[src/sv/hpc_pkg.sv]
// shared types and constants for the hsv palette classifier
package hpc_pkg;

	localparam int HUE_W = 8;
	localparam int SAT_W = 8;
	localparam int TOL_W = 7;
	localparam int FIELD_W = 4;

	localparam logic [HUE_W-1:0] HUE_WRAP = 8'd180;
	localparam logic [SAT_W-1:0] SAT_LIMIT = 8'd30;
	localparam logic [TOL_W-1:0] TOL_RESET = 7'd10;

	typedef logic [FIELD_W-1:0] field_t;

	// controller to datapath
	typedef struct packed {
		logic load;    // capture sample, apply start of image
		logic rd_en;   // read one palette entry
		logic finish;  // resolve the sample and load the result register
		logic hit;     // with finish: the sample matched an entry
	} cmd_t;

	// datapath to controller
	typedef struct packed {
		logic match;   // registered entry matches the sample
		logic full;    // palette holds the maximum number of entries
	} status_t;

endpackage

[src/sv/hpc_datapath.sv]
// palette memory, sample registers, distance compare and result register
module hpc_datapath #(
	parameter int MAX_COLORS = 15,
	parameter int IDX_W = 4,
	parameter int CNT_W = 4
) (
	input  logic                     clk,
	input  logic                     arst_n,
	input  logic                     cfg_we,
	input  logic [hpc_pkg::TOL_W-1:0] cfg_data,
	input  logic                     start_image,
	input  logic [15:0]              sample_data,
	input  hpc_pkg::cmd_t            cmd,
	input  logic [IDX_W-1:0]         rd_addr,
	input  logic [IDX_W-1:0]         hit_idx,
	output hpc_pkg::status_t         status,
	output logic [CNT_W-1:0]         count,
	output logic [15:0]              result_data
);

	localparam int ENTRY_W = hpc_pkg::HUE_W + hpc_pkg::SAT_W;

	logic [hpc_pkg::TOL_W-1:0] tol_q;
	logic [hpc_pkg::HUE_W-1:0] hue_q;
	logic [hpc_pkg::SAT_W-1:0] sat_q;
	logic [CNT_W-1:0]          cnt_q;
	logic                      ovf_q;
	logic [ENTRY_W-1:0]        pal_mem [MAX_COLORS];
	logic [ENTRY_W-1:0]        rd_data_s1;
	logic [15:0]               result_q;

	logic [hpc_pkg::HUE_W-1:0] ent_hue;
	logic [hpc_pkg::SAT_W-1:0] ent_sat;
	logic [hpc_pkg::HUE_W-1:0] dh;
	logic [hpc_pkg::SAT_W-1:0] ds;
	logic [hpc_pkg::HUE_W-1:0] tol_ext;
	logic [hpc_pkg::HUE_W-1:0] wrap_lim;
	logic                      full;
	logic                      do_write;
	logic [IDX_W-1:0]          res_idx;
	logic                      res_new;
	logic [CNT_W-1:0]          cnt_next;
	logic                      ovf_next;

	assign ent_hue  = rd_data_s1[hpc_pkg::HUE_W-1:0];
	assign ent_sat  = rd_data_s1[ENTRY_W-1:hpc_pkg::HUE_W];
	assign dh       = (hue_q > ent_hue) ? hue_q - ent_hue : ent_hue - hue_q;
	assign ds       = (sat_q > ent_sat) ? sat_q - ent_sat : ent_sat - sat_q;
	assign tol_ext  = {1'b0, tol_q};
	// 180 minus a 7-bit tolerance never goes below zero
	assign wrap_lim = hpc_pkg::HUE_WRAP - tol_ext;

	assign status.match = ((dh < tol_ext) || (dh > wrap_lim)) && (ds < hpc_pkg::SAT_LIMIT);
	assign full         = (cnt_q == CNT_W'(MAX_COLORS));
	assign status.full  = full;
	assign count        = cnt_q;

	always_comb begin
		res_idx  = hit_idx;
		res_new  = 1'b0;
		cnt_next = cnt_q;
		ovf_next = ovf_q;
		do_write = 1'b0;
		if (!cmd.hit) begin
			if (!full) begin
				res_idx  = cnt_q[IDX_W-1:0];
				res_new  = 1'b1;
				cnt_next = cnt_q + 1'b1;
				do_write = 1'b1;
			end else begin
				res_idx  = '0;
				ovf_next = 1'b1;
			end
		end
	end

	always_ff @(posedge clk or negedge arst_n) begin
		if (!arst_n) begin
			tol_q <= hpc_pkg::TOL_RESET;
			cnt_q <= '0;
			ovf_q <= 1'b0;
		end else begin
			if (cfg_we) begin
				tol_q <= cfg_data;
			end
			if (cmd.load && start_image) begin
				cnt_q <= '0;
				ovf_q <= 1'b0;
			end else if (cmd.finish) begin
				cnt_q <= cnt_next;
				ovf_q <= ovf_next;
			end
		end
	end

	always_ff @(posedge clk) begin
		if (cmd.load) begin
			hue_q <= sample_data[7:0];
			sat_q <= sample_data[15:8];
		end
		if (cmd.finish) begin
			result_q <= {6'd0, ovf_next, hpc_pkg::field_t'(cnt_next), res_new,
				hpc_pkg::field_t'(res_idx)};
		end
	end

	// palette memory: one write port, one registered read port
	always_ff @(posedge clk) begin
		if (cmd.finish && do_write) begin
			pal_mem[cnt_q[IDX_W-1:0]] <= {sat_q, hue_q};
		end
		if (cmd.rd_en) begin
			rd_data_s1 <= pal_mem[rd_addr];
		end
	end

	assign result_data = result_q;

endmodule

[src/sv/hpc_ctrl.sv]
// sequencer for the palette scan and the stream handshakes
module hpc_ctrl #(
	parameter int IDX_W = 4,
	parameter int CNT_W = 4
) (
	input  logic             clk,
	input  logic             arst_n,
	input  logic             s_tvalid,
	output logic             s_tready,
	output logic             m_tvalid,
	input  logic             m_tready,
	input  hpc_pkg::status_t status,
	input  logic [CNT_W-1:0] count,
	output hpc_pkg::cmd_t    cmd,
	output logic [IDX_W-1:0] rd_addr,
	output logic [IDX_W-1:0] hit_idx
);

	localparam logic [1:0] S_IDLE   = 2'd0;
	localparam logic [1:0] S_SCAN   = 2'd1;
	localparam logic [1:0] S_FINISH = 2'd2;

	logic [1:0]       state_q;
	logic [CNT_W-1:0] ridx_q;
	logic             pv_s1;
	logic [IDX_W-1:0] cidx_s1;
	logic             hit_q;
	logic [IDX_W-1:0] hidx_q;
	logic             mvalid_q;
	logic             out_free;
	logic             found;
	logic             issue;

	assign s_tready = (state_q == S_IDLE);
	assign m_tvalid = mvalid_q;
	assign out_free = !mvalid_q || m_tready;
	assign found    = pv_s1 && status.match;
	assign issue    = (state_q == S_SCAN) && !found && (ridx_q != count);
	assign rd_addr  = ridx_q[IDX_W-1:0];
	assign hit_idx  = hidx_q;

	assign cmd.load   = s_tvalid && s_tready;
	assign cmd.rd_en  = issue;
	assign cmd.finish = (state_q == S_FINISH) && out_free;
	assign cmd.hit    = hit_q;

	always_ff @(posedge clk or negedge arst_n) begin
		if (!arst_n) begin
			state_q  <= S_IDLE;
			ridx_q   <= '0;
			pv_s1    <= 1'b0;
			cidx_s1  <= '0;
			hit_q    <= 1'b0;
			hidx_q   <= '0;
			mvalid_q <= 1'b0;
		end else begin
			unique case (state_q)
				S_IDLE: begin
					if (cmd.load) begin
						state_q <= S_SCAN;
						ridx_q  <= '0;
						pv_s1   <= 1'b0;
					end
				end
				S_SCAN: begin
					pv_s1   <= issue;
					cidx_s1 <= ridx_q[IDX_W-1:0];
					if (found) begin
						hit_q   <= 1'b1;
						hidx_q  <= cidx_s1;
						state_q <= S_FINISH;
					end else if (ridx_q == count) begin
						hit_q   <= 1'b0;
						state_q <= S_FINISH;
					end else begin
						ridx_q <= ridx_q + 1'b1;
					end
				end
				S_FINISH: begin
					if (out_free) begin
						state_q <= S_IDLE;
					end
				end
				default: begin
					state_q <= S_IDLE;
				end
			endcase
			if (cmd.finish) begin
				mvalid_q <= 1'b1;
			end else if (m_tready) begin
				mvalid_q <= 1'b0;
			end
		end
	end

`ifndef ASSERT_OFF
	a_read_in_range: assert property (@(posedge clk) disable iff (!arst_n)
		cmd.rd_en |-> (CNT_W'(ridx_q) < count))
		else $error("palette read beyond entry count");
	a_finish_slot_free: assert property (@(posedge clk) disable iff (!arst_n)
		cmd.finish |-> (!mvalid_q || m_tready))
		else $error("result overwritten before transfer");
	a_finish_gives_result: assert property (@(posedge clk) disable iff (!arst_n)
		cmd.finish |=> mvalid_q)
		else $error("finished sample did not present a result");
	a_load_starts_scan: assert property (@(posedge clk) disable iff (!arst_n)
		cmd.load |=> (state_q == S_SCAN))
		else $error("accepted sample did not start a scan");
`endif

endmodule

[src/sv/hsv_palette_classifier.sv]
// top level of the hsv palette classifier
// each sample is compared with the learned palette one entry per clock, lowest
// index first, through a registered read of the palette memory; the first hit
// ends the scan, so an early hit shortens it. one sample is worked on at a
// time. the result waits in an output register, and the next sample is taken
// as soon as the previous one has been resolved. the palette memory needs no
// clearing after reset: only entries below the entry count are ever read. the
// hue tolerance may be written at any time the block is idle
module hsv_palette_classifier #(
	parameter int MAX_COLORS = 15
) (
	input  logic        clk,
	input  logic        arst_n,
	// configuration: hue tolerance
	input  logic        cfg_valid,
	output logic        cfg_ready,
	input  logic [6:0]  cfg_data,
	// sample stream
	input  logic        s_tvalid,
	output logic        s_tready,
	input  logic [15:0] s_tdata,   // [7:0] sample_hue, [15:8] sample_saturation
	input  logic        s_tuser,   // [0] start_image
	// result stream
	output logic        m_tvalid,
	input  logic        m_tready,
	output logic [15:0] m_tdata    // [3:0] color_index, [4] is_new_color,
	                               // [8:5] colors_in_use, [9] palette_overflow,
	                               // [15:10] zero
);

	// index width covers entries 0 .. MAX_COLORS-1, count width covers MAX_COLORS
	localparam int IDX_W = (MAX_COLORS > 1) ? $clog2(MAX_COLORS) : 1;
	localparam int CNT_W = $clog2(MAX_COLORS + 1);

	hpc_pkg::cmd_t    cmd;
	hpc_pkg::status_t status;
	logic [CNT_W-1:0] count;
	logic [IDX_W-1:0] rd_addr;
	logic [IDX_W-1:0] hit_idx;

	// tolerance register always takes a write
	assign cfg_ready = 1'b1;

	hpc_ctrl #(
		.IDX_W      (IDX_W),
		.CNT_W      (CNT_W)
	) u_ctrl (
		.clk      (clk),
		.arst_n   (arst_n),
		.s_tvalid (s_tvalid),
		.s_tready (s_tready),
		.m_tvalid (m_tvalid),
		.m_tready (m_tready),
		.status   (status),
		.count    (count),
		.cmd      (cmd),
		.rd_addr  (rd_addr),
		.hit_idx  (hit_idx)
	);

	// palette, compare and result register
	hpc_datapath #(
		.MAX_COLORS (MAX_COLORS),
		.IDX_W      (IDX_W),
		.CNT_W      (CNT_W)
	) u_datapath (
		.clk         (clk),
		.arst_n      (arst_n),
		.cfg_we      (cfg_valid && cfg_ready),
		.cfg_data    (cfg_data),
		.start_image (s_tuser),
		.sample_data (s_tdata),
		.cmd         (cmd),
		.rd_addr     (rd_addr),
		.hit_idx     (hit_idx),
		.status      (status),
		.count       (count),
		.result_data (m_tdata)
	);

endmodule

[config.mk]
export PLATFORM = sky130hd
export DESIGN_NAME = hsv_palette_classifier
export DESIGN_NICKNAME = d
export VERILOG_FILES = /design/src/sv/hpc_pkg.sv /design/src/sv/hpc_datapath.sv /design/src/sv/hpc_ctrl.sv /design/src/sv/hsv_palette_classifier.sv
export SDC_FILE = /design/constraint.sdc
export NUM_CORES = 1
export LEC_CHECK = 0
export BUFFER_PORTS_ARGS = -buffer_cell sky130_fd_sc_hd__clkbuf_2
export CAP_MARGIN = 30
export CORE_MARGIN = 8
export CORE_UTILIZATION = 45
export DETAILED_ROUTE_END_ITERATION = 8
export HOLD_SLACK_MARGIN = 0.12
export PLACE_DENSITY_LB_ADDON = 0.12
export SYNTH_ARGS = -nofsm -noshare
export SYNTH_HDL_FRONTEND = slang
export SYNTH_HIERARCHICAL = 1
export SYNTH_SLANG_ARGS = --single-unit
[constraint.sdc]
create_clock -name clk -period 5.98 [get_ports clk]
set_clock_uncertainty 0.15 [all_clocks]
set_input_delay 0.299 -clock clk [delete_from_list [all_inputs] [get_ports clk]]
set_output_delay 0.299 -clock clk [all_outputs]
set_load 0.02 [all_outputs]
Yosys cells after proc, flatten, opt, wreduce, memory -nomap -nowiden
Memory sizes are Yosys's and may differ from the RTL's. A register that Yosys moved wholly into a read port is not among the register bits.
Cells that the tools add are included.

word-level totals
  register bits after elaboration = 55
  memory bits (writable) = 240
  bits of input ports = 29
  output and inout port bits = 19
  logic and storage cells = 89
  memories = 1

memory list
  memory              depth  width  read ports  clocked after Yosys merged registers in  write ports  line                RTL
  u_datapath.pal_mem  15     16     1           1                                        1            hpc_datapath.sv:28  logic [ENTRY_W-1:0] pal_mem [MAX_COLORS];

operators by class
  $add $sub $neg = 7
  magnitude comparators = 5
  eq/ne operators = 10
  multiplexer cells = 31
  reduce and logical (&&, ||, !) cells = 22

operators with widths
  operator             count
  $mux 4               9
  $sub 8x8->8          4
  $gt 8x8->1           3
  $mux 8               2
  $mux 1               13
  $add 4x1->4 const B  2
  $logic_and 1x1->1    8
  $lt 8x5->1 const B   1
  $lt 8x7->1           1
  $mux 2               4
  $pmux 4 s2           1
  $reduce_bool 2->1    4
  $sub 8x7->8 const A  1
  $pmux 2 s3           1
  $reduce_and 2->1     3
  $eq 4x4->1           1
  $eq 4x4->1 const B   1
  $ne 2x1->1 const B   2
  $ne 2x2->1 const B   2
  $ne 4x4->1           1
  $reduce_and 4->1     1
  $ne 3x2->1 const B   1
  $reduce_and 3->1     1
  $eq 2x1->1 const B   1
  5 further kinds      7

Depth between registers and ports, before layout
  depth in word-level cells = 10
  depth in mapped cells = 21
  gate-level depth less buffers = 21

Modules after synthesis
The synthesis kept the hierarchy.

by module, submodules not included
  module                  times used  cells an instance  area each (um2)  sequential area each (um2)
  hpc_datapath            1           774                13,130.1         8,770.9
  hpc_ctrl                1           73                 784.5            425.4
  hsv_palette_classifier  1           2                  11.3             0.0

Worst setup path before layout
OpenSTA, ideal clock, no wires.

  kind = flip-flop to flip-flop
  start = reg u_datapath/hue_q[0] (netlist name)
  end = reg u_datapath.rd_data_s1[0], read port of u_datapath.pal_mem, enable pin
  library setup time = 311 ps
  data arrival time = 4,092 ps
  data required time = 5,519 ps
  slack = 1,428 ps
  cell stages (with the launch flop) = 22
  buffers on the path = 1
  clock period less this slack = 4,552 ps
  cells stage by stage = edfxtp_1 > inv_1 > ha_1 > inv_1 > fa_1 > a21o_1 > a211o_2 > a21boi_2 > nor2_2 > mux2_2 > ha_1 > nor2b_1 > o21a_1 > o21a_1 > o21a_1 > o21ai_0 > a21o_1 > a211oi_2 > nand2_1 > nand2_1 > nor2_2 > buf_4

RTL lines
  element                 line                RTL
  start, declared         hpc_datapath.sv:24  logic [hpc_pkg::HUE_W-1:0] hue_q;
  start signal, assigned  hpc_datapath.sv:98  hue_q <= sample_data[7:0];
  end, declared           hpc_datapath.sv:29  logic [ENTRY_W-1:0] rd_data_s1;

==> impl_metrics.tcl <==
set metrics [dict create \
    fill_cells 2441 \
    rsz0062_at_grt "false" \
    finalHoldViolCount 0 \
    fin_util_pct 52.7 \
    period_share_pct 87.3 \
    max_cap_viol_count 0 \
    drt-wirelength-per-cell_um 23.1 \
    cts-htree-levels 2 \
    die_w_um 192 \
    wl_mm 31.7 \
    tightest_slew_ps 977 \
    overflow 0 \
    met2_usage_pct 28.7 \
    ant_nets 0 \
    num_vias 7698 \
    layout_common_cells "282 x edfxtp_1, 64 x mux4_2, 62 x nand2_1" \
    power_leakage_nw 5.79 \
    r2r_end "u_datapath/rd_data_s1[3]" \
    fmax_ghz 0.192 \
    vdd_drop_max_uv 287 \
    p_per_area_mw_per_mm2 465 \
    grt_pass1_wl_mm 48.5 \
    grt_pass1_vias 7950 \
    grt_max_degree 46 \
    numCtsBuffers 34 \
    cp-start-kind "register" \
    period_needed_ps 5220 \
    gp_congestion 0.808 \
    required_ps 5990 \
    cts_setup_buffers 0 \
    met1_usage_pct 24.3 \
    design_area_mm2 0.0161 \
    tritoncts "built" \
    die_h_um 192 \
    clk_pin_slew_worst_paths_ps 60 \
    synth_area_per_cell_um2 16.4 \
    multiInputGateArea_mm2 0.00433 \
    slew_headroom_pct 34.8 \
    grt_usage_pct 17.6 \
    rows 64 \
    syn_to_final_growth_pct 15.6 \
    synth.cell_area_mm2 0.0139 \
    fp.dieArea_mm2 0.0368 \
    status "completed" \
    dr.pass1.iters 4 \
    cp_max_fo 19 \
    fin_setup_tns_ps 0 \
    worstRegToRegCells 18 \
    io_buffers 40 \
    reg2reg_slack_ps 760 \
    dpl_cell_area_mm2 0.0146 \
    regArea_mm2 0.00920 \
    cts-root-buf "clkbuf_16" \
    setup_violations 0 \
    clock_path_buffers 3 \
    r2r_start "u_datapath/hue_q[6]" \
    holdWs_ps 243 \
    final_common_cell "edfxtp_1" \
    hpwl_mm 19.5 \
    cts_sinks 311 \
    clk-insertion-delay-late_ps 500 \
    initial_utilization_pct 45.6 \
    top_usage_layer "met2" \
    cp-end-kind "register" \
    met3_usage_pct 2.60 \
    core-area_mm2 0.0305 \
    via_per_inst 5.61 \
    hp-class "primary input to async pin" \
    drc_errors 0 \
    yosysWarnings 6 \
    worstSetupPathType "register to register" \
    finalMaxSlewViolations 0 \
    drive_gt1_share_pct 21.2 \
    cp.arrival_ps 5230 \
    ios 48 \
    synth_cells 848 \
    antenna_found_initial 0 \
    drtIter0Drc 646 \
    diodes 0 \
    nets 1041 \
]
-- worst max-delay path, stage by stage, from the launching register on --
cell,delay [ps]
edfxtp_1,670
inv_1,100
ha_1,510
nand4_2,220
o22ai_2,380
mux2_4,340
nor4_2,260
mux2i_1,240
o211ai_1,100
a221oi_1,400
ha_1,330
o21a_1,190
o22ai_1,130
a21o_1,120
a211oi_2,80
nand2_1,130
nand2_1,100
nor2_2,110
buf_4,320
-- timing repair --
item,4_1_cts,5_1_grt
hold endpoints to repair,58,0
hold buffers,41,0
setup endpoints to repair,0,0
gates resized for setup,0,0
-- cell type report --
class / count / share of cell area (%)
tap: 396 / 3.08
clock buffer: 39 / 5.60
clock inverter: 17 / 0.832
inverter: 55 / 1.28
multi-input combinational: 448 / 26.9
sequential: 311 / 57.2
timing repair buffer: 107 / 5.13
-- metal layers --
metal | routed length (um) | share of wire (%)
met1 | 14200 | 45
met2 | 15300 | 48
met3 | 1510 | 4.7
met4 | 742 | 2.3
met5 | 0 | 0
-- state kept, by name, summed over array words and instances (netlist names) --
signal,cells
u_datapath/result_data,10
u_ctrl/rd_addr,4
u_datapath/pal_mem,240
u_datapath/rd_data_s1,16
u_ctrl/state_q,2
u_datapath/sat_q,8
u_datapath/ovf_q,1
u_ctrl/hit_idx,4
u_datapath/hue_q,8
u_datapath/count,4
u_ctrl/hit_q,1
u_ctrl/m_tvalid,1
u_datapath/tol_q,7
u_ctrl/cidx_s1,4
u_ctrl/pv_s1,1
-- how the worst max path moves through the flow --
stage                             start  slack [ps]                        to
finish              u_datapath/hue_q[6]         760  u_datapath/rd_data_s1[3]
global placement    u_datapath/hue_q[0]         910              u_ctrl/pv_s1
floorplan           u_datapath/hue_q[0]        1430  u_datapath/rd_data_s1[0]
CTS                 u_datapath/hue_q[6]         730  u_datapath/rd_data_s1[3]
detailed placement  u_datapath/hue_q[6]         760  u_datapath/rd_data_s1[2]
global route        u_datapath/hue_q[6]         270  u_datapath/rd_data_s1[4]
-- where the power goes --
group	switching [mW]	internal (mW)	total [mW]
clock network	0.794	1.16	1.95
logic	1.44	1.19	2.64
registers	0.225	2.67	2.90
-- per-stage QoR --
stage	instances	power, mW	setup slack [ps]
after floorplan	853	4.87	1430
after global placement	1275	5.48	914
after detailed placement	1276	5.56	759
after CTS	1373	7.55	726
after global routing	1373	7.93	266
final	1373	7.49	760
Note: power is estimated with default switching activity, not from simulation.
